**src/assert_macros.svh**
```systemverilog
// ----------------------------------------------------------------------------
// assert_macros.svh
// Concurrent assertion shorthands with clock and synchronous reset.
// ----------------------------------------------------------------------------
`ifndef ASSERT_MACROS_SVH
`define ASSERT_MACROS_SVH

// property must hold at every edge outside reset
`define ASSERT_ALWAYS(label, clk, rst_n, prop, msg) \
    label: assert property (@(posedge clk) disable iff (!rst_n) (prop)) else $error(msg);

// consequent must hold in the same cycle as the antecedent
`define ASSERT_IMPL(label, clk, rst_n, ante, cons, msg) \
    label: assert property (@(posedge clk) disable iff (!rst_n) (ante) |-> (cons)) \
        else $error(msg);

// consequent must hold in the cycle after the antecedent
`define ASSERT_NEXT(label, clk, rst_n, ante, cons, msg) \
    label: assert property (@(posedge clk) disable iff (!rst_n) (ante) |=> (cons)) \
        else $error(msg);

`endif

```
**src/plmr_pkg.sv**
```systemverilog
`timescale 1ns / 1ps
// ----------------------------------------------------------------------------
// plmr_pkg
// Types and character codes shared by the length modifier rewriter.
// ----------------------------------------------------------------------------
package plmr_pkg;

    localparam logic [15:0] LIMIT_RESET = 16'd2047;

    localparam logic [7:0] C_PCT   = 8'h25;
    localparam logic [7:0] C_Z     = 8'h7A;
    localparam logic [7:0] C_T     = 8'h74;
    localparam logic [7:0] C_J     = 8'h6A;
    localparam logic [7:0] C_H     = 8'h68;
    localparam logic [7:0] C_LO_L  = 8'h6C;
    localparam logic [7:0] C_UP_L  = 8'h4C;
    localparam logic [7:0] C_Q     = 8'h71;
    localparam logic [7:0] C_DOT   = 8'h2E;
    localparam logic [7:0] C_STAR  = 8'h2A;
    localparam logic [7:0] C_HASH  = 8'h23;
    localparam logic [7:0] C_MINUS = 8'h2D;
    localparam logic [7:0] C_PLUS  = 8'h2B;
    localparam logic [7:0] C_SPACE = 8'h20;
    localparam logic [7:0] C_ZERO  = 8'h30;
    localparam logic [7:0] C_NINE  = 8'h39;

    localparam logic CMD_CHAR = 1'b0;
    localparam logic CMD_END  = 1'b1;

    typedef enum logic [10:0] {
        PH_TEXT  = 11'b000_0000_0001,
        PH_PCT   = 11'b000_0000_0010,
        PH_FLAGS = 11'b000_0000_0100,
        PH_WDIG  = 11'b000_0000_1000,
        PH_WSTAR = 11'b000_0001_0000,
        PH_DOT   = 11'b000_0010_0000,
        PH_PDIG  = 11'b000_0100_0000,
        PH_PSTAR = 11'b000_1000_0000,
        PH_HPEND = 11'b001_0000_0000,
        PH_LEN   = 11'b010_0000_0000,
        PH_CONV  = 11'b100_0000_0000
    } t_phase;

    typedef struct packed {
        t_phase      phase;
        logic [15:0] count;
        logic        changed;
        logic        stopped;
    } t_state;

    typedef struct packed {
        logic [7:0] out_char;
        logic       char_valid;
        logic       done_res;
        logic       rewritten;
        logic       truncated;
        logic       last;
    } t_res;

endpackage

```
**src/plmr_if.sv**
```systemverilog
`timescale 1ns / 1ps
// ----------------------------------------------------------------------------
// plmr_if
// Valid/ready channels for format requests and rewritten results.
// ----------------------------------------------------------------------------
interface plmr_req_if;
    logic       valid;
    logic       ready;
    logic       command;
    logic [7:0] char_in;

    modport source (output valid, output command, output char_in, input ready);
    modport sink   (input valid, input command, input char_in, output ready);
endinterface

interface plmr_res_if;
    logic       valid;
    logic       ready;
    logic [7:0] out_char;
    logic       char_valid;
    logic       done_res;
    logic       rewritten;
    logic       truncated;
    logic       last;

    modport source (output valid, output out_char, output char_valid, output done_res,
                    output rewritten, output truncated, output last, input ready);
    modport sink   (input valid, input out_char, input char_valid, input done_res,
                    input rewritten, input truncated, input last, output ready);
endinterface

```
**src/plmr_core.sv**
```systemverilog
`timescale 1ns / 1ps
// ----------------------------------------------------------------------------
// plmr_core
// Next-state and result logic for one request: parse step, limit check,
// up to two results.
// ----------------------------------------------------------------------------
module plmr_core
    import plmr_pkg::*;
(
    input  t_state      i_st,
    input  logic        i_command,
    input  logic [7:0]  i_char,
    input  logic [15:0] i_limit,
    output t_state      o_st,
    output t_res        o_res0,
    output t_res        o_res1,
    output logic [1:0]  o_num
);

    typedef struct packed {
        t_phase     phase;
        logic       e0;
        logic [7:0] c0;
        logic       e1;
        logic [7:0] c1;
        logic       pair;
        logic       chg;
    } t_plan;

    function automatic t_plan f_plan(input t_phase ph, input logic e, input logic [7:0] c);
        t_plan p;
        p.phase = ph;
        p.e0    = e;
        p.c0    = c;
        p.e1    = 1'b0;
        p.c1    = c;
        p.pair  = 1'b0;
        p.chg   = 1'b0;
        return p;
    endfunction

    function automatic logic f_digit(input logic [7:0] c);
        return (c >= C_ZERO) && (c <= C_NINE);
    endfunction

    function automatic logic f_flag(input logic [7:0] c);
        return (c == C_MINUS) || (c == C_PLUS) || (c == C_SPACE) || (c == C_ZERO)
            || (c == C_HASH);
    endfunction

    function automatic t_plan f_inlen(input logic [7:0] c);
        logic std;
        std = (c == C_H) || (c == C_LO_L) || (c == C_UP_L) || (c == C_Q);
        return f_plan(std ? PH_LEN : PH_TEXT, 1'b1, c);
    endfunction

    function automatic t_plan f_len(input logic [7:0] c);
        t_plan p;
        if (c == C_Z || c == C_T) begin
            p = f_plan(PH_CONV, 1'b0, c);
            p.chg = 1'b1;
        end else if (c == C_J) begin
            p = f_plan(PH_CONV, 1'b1, C_LO_L);
            p.e1   = 1'b1;
            p.c1   = C_LO_L;
            p.pair = 1'b1;
            p.chg  = 1'b1;
        end else if (c == C_H) begin
            p = f_plan(PH_HPEND, 1'b0, c);
        end else begin
            p = f_inlen(c);
        end
        return p;
    endfunction

    function automatic t_plan f_prec(input logic [7:0] c);
        if (c == C_DOT) return f_plan(PH_DOT, 1'b1, c);
        return f_len(c);
    endfunction

    function automatic t_plan f_width(input logic [7:0] c);
        if (c == C_STAR) return f_plan(PH_WSTAR, 1'b1, c);
        if (f_digit(c))  return f_plan(PH_WDIG, 1'b1, c);
        return f_prec(c);
    endfunction

    function automatic t_plan f_flags(input logic [7:0] c);
        if (f_flag(c)) return f_plan(PH_FLAGS, 1'b1, c);
        return f_width(c);
    endfunction

    function automatic t_plan f_take(input t_phase ph, input logic [7:0] c);
        t_plan p;
        case (ph)
            PH_PCT:   p = (c == C_PCT) ? f_plan(PH_TEXT, 1'b1, c) : f_flags(c);
            PH_FLAGS: p = f_flags(c);
            PH_WDIG:  p = f_digit(c) ? f_plan(PH_WDIG, 1'b1, c) : f_prec(c);
            PH_WSTAR: p = f_prec(c);
            PH_DOT: begin
                if (c == C_STAR)     p = f_plan(PH_PSTAR, 1'b1, c);
                else if (f_digit(c)) p = f_plan(PH_PDIG, 1'b1, c);
                else                 p = f_len(c);
            end
            PH_PDIG:  p = f_digit(c) ? f_plan(PH_PDIG, 1'b1, c) : f_len(c);
            PH_PSTAR: p = f_len(c);
            PH_HPEND: begin
                if (c == C_H) begin
                    p = f_plan(PH_CONV, 1'b1, C_H);
                    p.chg = 1'b1;
                end else begin
                    p = f_inlen(c);
                    p.e1 = 1'b1;
                    p.c1 = c;
                    p.e0 = 1'b1;
                    p.c0 = C_H;
                end
            end
            PH_LEN:   p = f_inlen(c);
            PH_CONV:  p = f_plan(PH_TEXT, 1'b1, c);
            default:  p = f_plan((c == C_PCT) ? PH_PCT : PH_TEXT, 1'b1, c);
        endcase
        return p;
    endfunction

    function automatic t_res f_byte(input logic [7:0] c);
        t_res r;
        r.out_char   = c;
        r.char_valid = 1'b1;
        r.done_res   = 1'b0;
        r.rewritten  = 1'b0;
        r.truncated  = 1'b0;
        r.last       = 1'b0;
        return r;
    endfunction

    t_plan plan;
    t_res  status;
    logic  fit1;
    logic  fit2;

    assign fit1 = ({1'b0, i_st.count} + 17'd1) <= {1'b0, i_limit};
    assign fit2 = ({1'b0, i_st.count} + 17'd2) <= {1'b0, i_limit};
    assign plan = f_take(i_st.phase, i_char);

    always_comb begin
        o_st   = i_st;
        o_res0 = f_byte(i_char);
        o_res1 = f_byte(i_char);
        o_num  = 2'd0;
        status = f_byte(8'd0);
        status.char_valid = 1'b0;
        status.done_res   = 1'b1;
        status.rewritten  = i_st.changed;
        status.truncated  = i_st.stopped;
        if (i_command == CMD_END) begin
            if (!i_st.stopped && i_st.phase == PH_HPEND) begin
                if (fit1) begin
                    o_res0 = f_byte(C_H);
                    o_num  = 2'd1;
                end else begin
                    status.truncated = 1'b1;
                end
            end
            if (o_num == 2'd0) o_res0 = status;
            else               o_res1 = status;
            o_num = o_num + 2'd1;
            o_st.phase   = PH_TEXT;
            o_st.count   = 16'd0;
            o_st.changed = 1'b0;
            o_st.stopped = 1'b0;
        end else if (!i_st.stopped) begin
            o_st.phase   = plan.phase;
            o_st.changed = i_st.changed | plan.chg;
            if (plan.pair) begin
                if (fit2) begin
                    o_res0     = f_byte(plan.c0);
                    o_res1     = f_byte(plan.c1);
                    o_num      = 2'd2;
                    o_st.count = i_st.count + 16'd2;
                end else begin
                    o_st.stopped = 1'b1;
                end
            end else if (plan.e0) begin
                if (fit1) begin
                    o_res0     = f_byte(plan.c0);
                    o_num      = 2'd1;
                    o_st.count = i_st.count + 16'd1;
                    if (plan.e1) begin
                        if (fit2) begin
                            o_res1     = f_byte(plan.c1);
                            o_num      = 2'd2;
                            o_st.count = i_st.count + 16'd2;
                        end else begin
                            o_st.stopped = 1'b1;
                        end
                    end
                end else begin
                    o_st.stopped = 1'b1;
                    if (plan.e1) o_st.phase = i_st.phase;
                end
            end
        end
        if (o_num == 2'd1) o_res0.last = 1'b1;
        if (o_num == 2'd2) o_res1.last = 1'b1;
    end

endmodule

```
**src/printf_length_modifier_rewriter.sv**
```systemverilog
`timescale 1ns / 1ps
// ----------------------------------------------------------------------------
// printf_length_modifier_rewriter
// Rewrites printf length modifiers in a streamed format string under an
// output limit, and reports changed and truncated status at end of string.
// ----------------------------------------------------------------------------
//  port          dir  handshake     payload
//  i_req         in   valid/ready   command, char_in
//  o_res         out  valid/ready   out_char, char_valid, done_res,
//                                   rewritten, truncated, last
//  i_cfg_*       in   write enable  output_limit (16 bit)
//
//  One request per cycle while ready is high; parse state updates in the cycle it is taken.
//  Each request yields 0 to 2 results into a 4-entry result queue; ready is
//  high while at least 2 slots are free; output drains 1 result a cycle
//  while o_res.ready is high. Results are registered in the queue first.
//  Synchronous active-low reset clears parse state, queue and sets the
//  limit to 2047; ready is held low during reset.
// ----------------------------------------------------------------------------
`include "assert_macros.svh"

module printf_length_modifier_rewriter
    import plmr_pkg::*;
(
    input  logic        i_clk,
    input  logic        i_rst_n,
    plmr_req_if.sink    i_req,
    plmr_res_if.source  o_res,
    input  logic        i_cfg_we,
    input  logic [15:0] i_cfg_wdata
);

    t_state      r_st;
    t_state      n_st;
    logic [15:0] r_limit;
    t_res        r_q [4];
    logic [1:0]  r_wr;
    logic [1:0]  r_rd;
    logic [2:0]  r_cnt;

    t_res        res0;
    t_res        res1;
    logic [1:0]  res_num;
    logic        accept;
    logic        pop;
    logic [1:0]  push;
    t_res        head;
    logic        stop_take;
    logic        status_out;

    plmr_core u_core (
        .i_st      (r_st),
        .i_command (i_req.command),
        .i_char    (i_req.char_in),
        .i_limit   (r_limit),
        .o_st      (n_st),
        .o_res0    (res0),
        .o_res1    (res1),
        .o_num     (res_num)
    );

    assign i_req.ready = i_rst_n & (r_cnt < 3'd3);
    assign accept      = i_req.valid & i_req.ready;
    assign pop         = o_res.valid & o_res.ready;
    assign push        = accept ? res_num : 2'd0;
    assign head        = r_q[r_rd];

    assign o_res.valid      = (r_cnt != 3'd0);
    assign o_res.out_char   = head.out_char;
    assign o_res.char_valid = head.char_valid;
    assign o_res.done_res   = head.done_res;
    assign o_res.rewritten  = head.rewritten;
    assign o_res.truncated  = head.truncated;
    assign o_res.last       = head.last;

    assign stop_take  = accept & (i_req.command == CMD_CHAR) & r_st.stopped;
    assign status_out = o_res.valid & o_res.done_res;

    always_ff @(posedge i_clk) begin
        if (!i_rst_n) begin
            r_st.phase   <= PH_TEXT;
            r_st.count   <= 16'd0;
            r_st.changed <= 1'b0;
            r_st.stopped <= 1'b0;
            r_limit      <= LIMIT_RESET;
            r_wr         <= 2'd0;
            r_rd         <= 2'd0;
            r_cnt        <= 3'd0;
        end else begin
            if (accept) r_st <= n_st;
            if (i_cfg_we) r_limit <= i_cfg_wdata;
            r_wr  <= r_wr + push;
            r_rd  <= r_rd + {1'b0, pop};
            r_cnt <= r_cnt + {1'b0, push} - {2'b00, pop};
        end
    end

    always_ff @(posedge i_clk) begin
        if (push != 2'd0) r_q[r_wr] <= res0;
        if (push == 2'd2) r_q[r_wr + 2'd1] <= res1;
    end

    `ASSERT_ALWAYS(a_q_bound, i_clk, i_rst_n, r_cnt <= 3'd4, "result queue overflow")
    `ASSERT_IMPL(a_room, i_clk, i_rst_n, accept, r_cnt <= 3'd2, "request taken without room")
    `ASSERT_NEXT(a_stop_quiet, i_clk, i_rst_n, stop_take, r_cnt <= $past(r_cnt), "output after stop")
    `ASSERT_IMPL(a_status_last, i_clk, i_rst_n, status_out, o_res.last, "status result not last")

endmodule
```
**src/flat_wrapper.sv**
```systemverilog
// flat-port wrapper written by rule: the top's interface ports become plain ports
module printf_length_modifier_rewriter_flat import plmr_pkg::*;
  (i_clk, i_rst_n, i_cfg_we, i_cfg_wdata, i_req_valid, i_req_command, i_req_char_in, i_req_ready, o_res_valid, o_res_out_char, o_res_char_valid, o_res_done_res, o_res_rewritten, o_res_truncated, o_res_last, o_res_ready);
  plmr_req_if i_req_i ();
  plmr_res_if o_res_i ();
  input  logic i_clk;
  input  logic i_rst_n;
  input  logic i_cfg_we;
  input  logic [15:0] i_cfg_wdata;
  input wire logic [$bits(i_req_i.valid)-1:0] i_req_valid;
  input wire logic [$bits(i_req_i.command)-1:0] i_req_command;
  input wire logic [$bits(i_req_i.char_in)-1:0] i_req_char_in;
  output wire logic [$bits(i_req_i.ready)-1:0] i_req_ready;
  output wire logic [$bits(o_res_i.valid)-1:0] o_res_valid;
  output wire logic [$bits(o_res_i.out_char)-1:0] o_res_out_char;
  output wire logic [$bits(o_res_i.char_valid)-1:0] o_res_char_valid;
  output wire logic [$bits(o_res_i.done_res)-1:0] o_res_done_res;
  output wire logic [$bits(o_res_i.rewritten)-1:0] o_res_rewritten;
  output wire logic [$bits(o_res_i.truncated)-1:0] o_res_truncated;
  output wire logic [$bits(o_res_i.last)-1:0] o_res_last;
  input wire logic [$bits(o_res_i.ready)-1:0] o_res_ready;
  assign i_req_i.valid = i_req_valid;
  assign i_req_i.command = i_req_command;
  assign i_req_i.char_in = i_req_char_in;
  assign i_req_ready = i_req_i.ready;
  assign o_res_valid = o_res_i.valid;
  assign o_res_out_char = o_res_i.out_char;
  assign o_res_char_valid = o_res_i.char_valid;
  assign o_res_done_res = o_res_i.done_res;
  assign o_res_rewritten = o_res_i.rewritten;
  assign o_res_truncated = o_res_i.truncated;
  assign o_res_last = o_res_i.last;
  assign o_res_i.ready = o_res_ready;
  printf_length_modifier_rewriter u_core (.i_clk(i_clk), .i_rst_n(i_rst_n), .i_req(i_req_i), .o_res(o_res_i), .i_cfg_we(i_cfg_we), .i_cfg_wdata(i_cfg_wdata));
endmodule
```
**config.mk**
```make
export PLATFORM = sky130hd
export DESIGN_NAME = printf_length_modifier_rewriter_flat
export DESIGN_NICKNAME = d
export VERILOG_FILES = /design/src/plmr_pkg.sv /design/src/plmr_if.sv /design/src/plmr_core.sv /design/src/printf_length_modifier_rewriter.sv /design/src/flat_wrapper.sv
export VERILOG_INCLUDE_DIRS = /design/src /design/src/src
export SDC_FILE = /design/constraint.sdc
export NUM_CORES = 1
export LEC_CHECK = 0
export ABC_AREA = 1
export BUFFER_PORTS_ARGS = -buffer_cell sky130_fd_sc_hd__buf_2
export CORE_MARGIN = 2
export CORE_UTILIZATION = 60
export CTS_BUF_LIST = sky130_fd_sc_hd__clkbuf_8
export DETAILED_ROUTE_END_ITERATION = 12
export PLACE_DENSITY = 0.75
export SLEW_MARGIN = 10
export SYNTH_ARGS = -nofsm -noshare
export SYNTH_HDL_FRONTEND = slang
export SYNTH_HIERARCHICAL = 1
export SYNTH_SLANG_ARGS = --single-unit
export TNS_END_PERCENT = 30
```
**constraint.sdc**
```tcl
create_clock -name i_clk -period 5.76 [get_ports i_clk]
set_clock_uncertainty 0.05 [all_clocks]
set_input_delay 0 -clock i_clk [delete_from_list [all_inputs] [get_ports i_clk]]
set_output_delay 0 -clock i_clk [all_outputs]
set_load 0.01 [all_outputs]
```
==> results.md, run 1 <==
- Status: complete, no violations
- Clock network fraction of design power: 0.283
- Global route overflow: 0
- Largest net degree at the start of global routing: 57
- Required @ worst endpoint: 6040 ps
- Detailed Route WL: 25400 um
- Layout Utilization: 0.669
- Most common cell after layout, fill and taps aside: nand2_1
- Leak: 4.62 nW
- Final critical-path required period: 5260 ps
- CP Launch Type: register
- Max layer used: met4
- Synthesized area: 0.00888 sq mm
- Starting Density: 0.613
- WS Path Type: register to register
- Final Hold Fails: 0
- Period utilisation layout: 0.913
- Pins Over Slew Limit: 0
- Seq cells post-synth: 104
- Root Buffer: clkbuf_8
- Clk sink count: 104
- CP top delay family: simple AND/OR/NAND/NOR gates
- Most used cell, CP: inv_1
- Switching Share: 0.349
- Antenna Nets Post-Route: 0
- Via density: 5.86
- CTS tree: yes
- Yosys cell types: 51
- Share of layout cells above drive strength 1: 0.103
- Longest Clk Path Bufs: 2
- F_max: 190 MHz
- Power Density: 196 mW/mm^2
- Synthesis-to-finish area growth: 9.06%
- CTS clk-pin slew, worst paths: 120 ps
- Worst Path Buf+Inv: 6
- Worst Path Arrival: 5540 ps
- RR Startpoint: u_core/r_st[3]$_SDFFE_PN0N_
- CTS buffer count: 9
- Crit-path slowest cell: dfxtp_2
- Seq pwr share: 0.454
- Hold depth: 3
- Reg2reg end: u_core/r_cnt[2]$_SDFF_PN0_
- Met3 wire length: 1680 um
- Wirelength per Cell: 16.2 um
- GRT Overall Usage: 0.321
- Syn_nets: 1420
- Die area: 0.0158 sq mm
- # fillers: 1331
- Vias in the first global route: 8399
- DRT iter0 DRCs: 1063
- Hold crit path type: input port to register
- Total negative slack: 0 ps
- 1st-pass router iterations: 6
- Die Width: 126 um
- CP Max Fanout: 9
- Actual slew at the worst max-slew pin: 1250 ps
- First-pass GRT wire length: 41800 um
- # Max-Cap Violations: 0
- Setup crit start: u_core/r_st[3]$_SDFFE_PN0N_
- Most frequent cells in the layout: nand2_1 (379), inv_1 (153), nor2_1 (104)
- Mapped Cells: 1350
- RSZ-0062 raised after global routing: false
- CP endpoint kind: register
- Core area: 0.0145 sq mm
- DP Wirelength: 17400 um
- Register area share after synthesis: 0.293
- Antenna Cells: 0
- Io pins: 45
- Final Power: 0.00190 W
- Routed length on met1: 11000 um
- Avg Inst Size Synth: 6.58 sq um
- CP peak stage delay: 420 ps
- Rows: 44
- VDD IR max: 0.000142 V
- Die H: 126 um
- End of the critical path: u_core/r_cnt[2]$_SDFF_PN0_
- Worst R2R Path Depth: 32
- Final instance area: 0.00968 sq mm
- Psw: 0.000662 W
- Metal2 WL: 12200 um
- Levels on crit path: 32
- IO buf count: 44
- # setup viols final: 0
- Synth warn: 6
- Fin nets: 1455
- Register-to-register setup slack: 500 ps
- Gp weighted congestion: 0.956
- H-tree depth: 3
- Initial antenna violation count: 0
- Routed vias: 9218
- Setup Buffers After CTS: 0
- Relative slew slack: 0.167
- Clock insertion delay at the later pin of the skew report: 400 ps
- Placed Area: 0.00902 sq mm
- Pint: 0.00124 W
- DRC: 0
- Power share of the combinational group: 0.262
[power groups by stage]
stage          combinational, W  sequential [W]  clock, W
6_report               0.000498        0.000862  0.000538
5_1_grt                0.000553        0.000868  0.000566
4_1_cts                0.000492        0.000861  0.000538
3_5_place_dp           0.000467        0.000878         0
3_3_place_gp           0.000456        0.000876         0
2_1_floorplan          0.000350        0.000846         0
[through the flow]
stage / std cells / hold slack (ps) / setup WS (ps)
finish: 1574 / 28.9 / 500
global placement: 1515 / 165 / 655
global route: 1574 / 73.6 / 68.4
floorplan: 1350 / 72.1 / 943
CTS: 1574 / 20.5 / 474
detailed placement: 1515 / 169 / 503
[what timing repair did]
action / in CTS / in global routing
hold endpoints to repair: 21 / 0
gates resized for setup: 0 / 2
hold buffers: 43 / 0
setup endpoints to repair: 0 / 1
[logic make-up (layout without fill, tap and decap cells)]
group           after synthesis  in the layout  synth area share
simple gates                727            727             0.378
buf+inv                     237            277             0.112
compound gates              218            218             0.136
flops                       104            104             0.293
fa+ha+maj                    40             40            0.0572
xor+xnor                     23             23            0.0227
other cells                   1              1          0.000422
[metal layers]
metal | up-vias | track usage
met5 | - | 0
met4 | 0 | 0.113
met3 | 45 | 0.0387
met2 | 412 | 0.540
met1 | 4220 | 0.428
li1 | 4541 | -
[worst min path at each step]
stage / from / to / slack [ps]
6_report: i_cfg_we / u_core/r_limit[15]$_SDFFE_PN0P_ / 30
5_1_grt: i_cfg_we / u_core/r_limit[15]$_SDFFE_PN0P_ / 70
4_1_cts: i_cfg_we / u_core/r_limit[15]$_SDFFE_PN0P_ / 20
3_5_place_dp: i_cfg_wdata[6] / u_core/r_limit[6]$_SDFFE_PN1P_ / 170
3_3_place_gp: i_cfg_wdata[6] / u_core/r_limit[6]$_SDFFE_PN1P_ / 160
2_1_floorplan: i_cfg_we / u_core/r_limit[0]$_SDFFE_PN1P_ / 70
[registers in the layout (all words and copies together), names as in the netlist]
name / count
u_core/r_cnt: 3
u_core/r_limit: 16
u_core/r_q: 52
u_core/r_rd: 2
u_core/r_st: 29
u_core/r_wr: 2
[cells in the mapped netlist (all sizes together)]
cell type / number / area share
a211oi: 6 / 0.0051
a21boi: 1 / 0.00085
a21oi: 90 / 0.054
a22oi: 2 / 0.0017
a31oi: 3 / 0.0021
a41o: 1 / 0.0011
and2: 2 / 0.0014
buf: 35 / 0.026
clkbuf: 36 / 0.015
conb: 1 / 0.00042
dfxtp: 52 / 0.12
edfxtp: 52 / 0.18
fa: 1 / 0.0023
ha: 39 / 0.055
inv: 166 / 0.070
nand2: 394 / 0.17
nand3: 112 / 0.071
nand3b: 1 / 0.00085
nand4: 70 / 0.051
nor2: 127 / 0.066
nor3: 15 / 0.0096
nor3b: 1 / 0.00085
nor4: 2 / 0.0014
nor4b: 1 / 0.00099
o211ai: 5 / 0.0042
o21a: 5 / 0.0042
o21ai: 88 / 0.050
o22ai: 15 / 0.011
o311ai: 1 / 0.00099
o41ai: 1 / 0.00099
or2: 1 / 0.00071
or3: 1 / 0.00071
xnor2: 2 / 0.0020
xor2: 21 / 0.021
[area by class of cell]
class / count / area [sq um] / share of cell area
clock buffer: 9 / 124 / 0.0128
clock inverter: 7 / 101 / 0.0105
inverter: 166 / 626 / 0.0646
multi-input combinational: 1009 / 5290 / 0.546
sequential: 104 / 2610 / 0.269
tap: 184 / 230 / 0.0238
timing repair buffer: 95 / 711 / 0.0734
[worst min-delay path: stages]
cell and delay [ps]:
buf_2 200, o21ai_0 190, nor2_1 50
Note: power is estimated with default switching activity, not from simulation.
==> inputs of run 2 (changes only) <==
CORE_ASPECT_RATIO = 1.4   (was not set)
TNS_END_PERCENT = not set   (was 30)
==> results.md, run 2 (same netlist as run 1, synthesis figures left out) <==
- Longest Clk Path Bufs: 2 (unchanged)
- Most common cell after layout, fill and taps aside: nand2_1 (unchanged)
- Die H: 148 um (was 126 um)
- Required @ worst endpoint: 6030 ps (was 6040 ps)
- Layout Utilization: 0.668 (was 0.669)
- Pins Over Slew Limit: 0 (unchanged)
- CTS tree: yes (unchanged)
- CP Launch Type: register (unchanged)
- 1st-pass router iterations: 6 (unchanged)
- WS Path Type: register to register (unchanged)
- CTS clk-pin slew, worst paths: 120 ps (about the same)
- Actual slew at the worst max-slew pin: 1160 ps (was 1250 ps)
- Share of layout cells above drive strength 1: 0.106 (was 0.103)
- Core area: 0.0144 sq mm (was 0.0145 sq mm)
- VDD IR max: 0.000133 V (was 0.000142 V)
- Wirelength per Cell: 15.7 um (was 16.2 um)
- Leak: 4.59 nW (was 4.62 nW)
- Worst Path Buf+Inv: 6 (unchanged)
- Fin nets: 1453 (was 1455)
- RR Startpoint: u_core/r_st[3]$_SDFFE_PN0N_ (unchanged)
- Largest regs: u_core/r_q (52), u_core/r_st (29), u_core/r_limit (16) (unchanged)
- Die Width: 107 um (was 126 um)
- Global route overflow: 0 (unchanged)
- Switching Share: 0.357 (was 0.349)
- Relative slew slack: 0.225 (was 0.167)
- Worst Path Arrival: 5430 ps (was 5540 ps)
- DRC: 0 (unchanged)
- H-tree depth: 3 (unchanged)
- Psw: 0.000650 W (was 0.000662 W)
- Total negative slack: 0 ps (unchanged)
- Max FFs per register: 52 (unchanged)
- DP Wirelength: 17600 um (was 17400 um)
- Power Density: 189 mW/mm^2 (was 196 mW/mm^2)
- First-pass GRT wire length: 40800 um (was 41800 um)
- Hold slack: 25.4 ps (was 28.9 ps)
- Vias in the first global route: 8663 (was 8399)
- Most frequent cells in the layout: nand2_1 (379), inv_1 (153), nor2_1 (104) (unchanged)
- # Max-Cap Violations: 0 (unchanged)
- GRT Overall Usage: 0.320 (was 0.321)
- Fin cells: 1577 (was 1574)
- CTS buffer count: 9 (unchanged)
- Worst hold endpoint: u_core/r_limit[14]$_SDFFE_PN0P_ (was u_core/r_limit[15]$_SDFFE_PN0P_)
- Final Hold Fails: 0 (unchanged)
- Clk sink count: 104 (unchanged)
- Synthesis-to-finish area growth: 8.63% (was 9.06%)
- CP endpoint kind: register (unchanged)
- Period utilisation layout: 0.897 (was 0.913)
- IO buf count: 44 (unchanged)
- Reg2reg end: u_core/r_cnt[2]$_SDFF_PN0_ (unchanged)
- Reg with most FFs: u_core/r_q (unchanged)
- # setup viols final: 0 (unchanged)
- Status: complete, no violations (unchanged)
- Root Buffer: clkbuf_8 (unchanged)
- Most used cell, CP: inv_1 (unchanged)
- Rows: 52 (was 44)
- Die area: 0.0158 sq mm (about the same)
- Antenna Cells: 0 (unchanged)
- Hold crit path type: input port to register (unchanged)
- Worst R2R Path Depth: 32 (unchanged)
- DRT iter0 DRCs: 738 (was 1063)
- CP top delay family: simple AND/OR/NAND/NOR gates (unchanged)
- Setup crit start: u_core/r_st[3]$_SDFFE_PN0N_ (unchanged)
- Largest net degree at the start of global routing: 57 (unchanged)
- Gp weighted congestion: 0.950 (was 0.956)
- Clock insertion delay at the later pin of the skew report: 380 ps (was 400 ps)
- Placed cells: 1522 (was 1515)
- CP Max Fanout: 9 (unchanged)
- Starting Density: 0.615 (was 0.613)
- Hold Crit Start: i_cfg_we (unchanged)
- Io pins: 45 (unchanged)
- Initial antenna violation count: 0 (unchanged)
- Final instance area: 0.00964 sq mm (was 0.00968 sq mm)
- Final critical-path required period: 5170 ps (was 5260 ps)
- Register-to-register setup slack: 590 ps (was 500 ps)
- F_max: 194 MHz (was 190 MHz)
- Seq pwr share: 0.472 (was 0.454)
- Routed vias: 9050 (was 9218)
- Crit-path slowest cell: dfxtp_2 (unchanged)
- Clock network fraction of design power: 0.257 (was 0.283)
- Antenna Nets Post-Route: 0 (unchanged)
- RSZ-0062 raised after global routing: false (unchanged)
- Detailed Route WL: 24700 um (was 25400 um)
- CP peak stage delay: 430 ps (was 420 ps)
- Placed Area: 0.00904 sq mm (was 0.00902 sq mm)
- Power share of the combinational group: 0.271 (was 0.262)
- Pint: 0.00117 W (was 0.00124 W)
- Via density: 5.74 (was 5.86)
- Hold depth: 3 (unchanged)
-- run 2: cell count changes in the layout (fill, tap and decap cells not counted) --
| cell | previous run | this run |
|---|---|---|
| nand3_2 | 6 | 7 |
| clkinv_4 | 2 | 1 |
| nand3_1 | 103 | 102 |
| dlygate4sd3_1 | 43 | 39 |
| bufinv_16 | 2 | 0 |
| buf_4 | 8 | 10 |
| clkbuf_8 | 9 | 10 |
| inv_6 | 1 | 3 |
| clkinv_1 | 1 | 0 |
| inv_8 | 1 | 2 |
| nor2_2 | 13 | 12 |
| nor2_4 | 9 | 10 |
-- run 2: worst max-delay path by stage --
stage	to	slack [ps]	depth (start not counted)
after floorplan	u_core/r_cnt[2]$_SDFF_PN0_	940	33
after global placement	u_core/r_cnt[2]$_SDFF_PN0_	660	32
after detailed placement	u_core/r_cnt[2]$_SDFF_PN0_	510	32
after CTS	u_core/r_cnt[2]$_SDFF_PN0_	470	32
after global routing	u_core/r_cnt[2]$_SDFF_PN0_	70	32
final	u_core/r_cnt[2]$_SDFF_PN0_	590	32
-- run 2: power groups by stage --
stage / Combinational [W] / Clock, W / Sequential (W)
4_1_cts: 0.000489 / 0.000476 / 0.000859
6_report: 0.000493 / 0.000467 / 0.000859
5_1_grt: 0.000551 / 0.000504 / 0.000866
3_3_place_gp: 0.000457 / 0 / 0.000875
3_5_place_dp: 0.000467 / 0 / 0.000876
2_1_floorplan: 0.000350 / 0 / 0.000846
-- run 2: tightest hold or removal path, cell delays in order --
cell and delay, ps:
buf_2 190, o21ai_0 180, nor2_1 50
-- run 2: stage by stage --
| stage | worst slack (ps) | total power [W] |
|---|---|---|
| 3_5_place_dp | 506 | 0.00134 |
| 4_1_cts | 473 | 0.00182 |
| 3_3_place_gp | 663 | 0.00133 |
| 6_report | 594 | 0.00182 |
| 2_1_floorplan | 943 | 0.00120 |
| 5_1_grt | 65.8 | 0.00192 |
-- run 2: cell type report --
type | count | area, sq um
well taps | 189 | 236
clock buffers | 10 | 138
inverters | 166 | 626
multi-input cells | 1009 | 5300
fillers | 1371 | 4800
flip-flops and latches | 104 | 2610
repair buffers | 93 | 686
clock inverters | 6 | 57.6
-- run 2: what timing repair did --
| action | in CTS | in global routing |
|---|---|---|
| resized for setup | 0 | 4 |
| setup buffers | 0 | 0 |
| setup endpoints to repair | 0 | 40 |
| hold buffers | 39 | 0 |
| endpoints found under the hold margin | 20 | 0 |
-- run 2: metal layers --
layer | track usage | share of wire | vias to the layer above
met1 | 0.363 | 0.39 | 4127
met3 | 0.0384 | 0.046 | 67
met4 | 0.140 | 0.033 | 0
li1 | - | - | 4544
met5 | 0 | 0 | -
met2 | 0.594 | 0.53 | 312
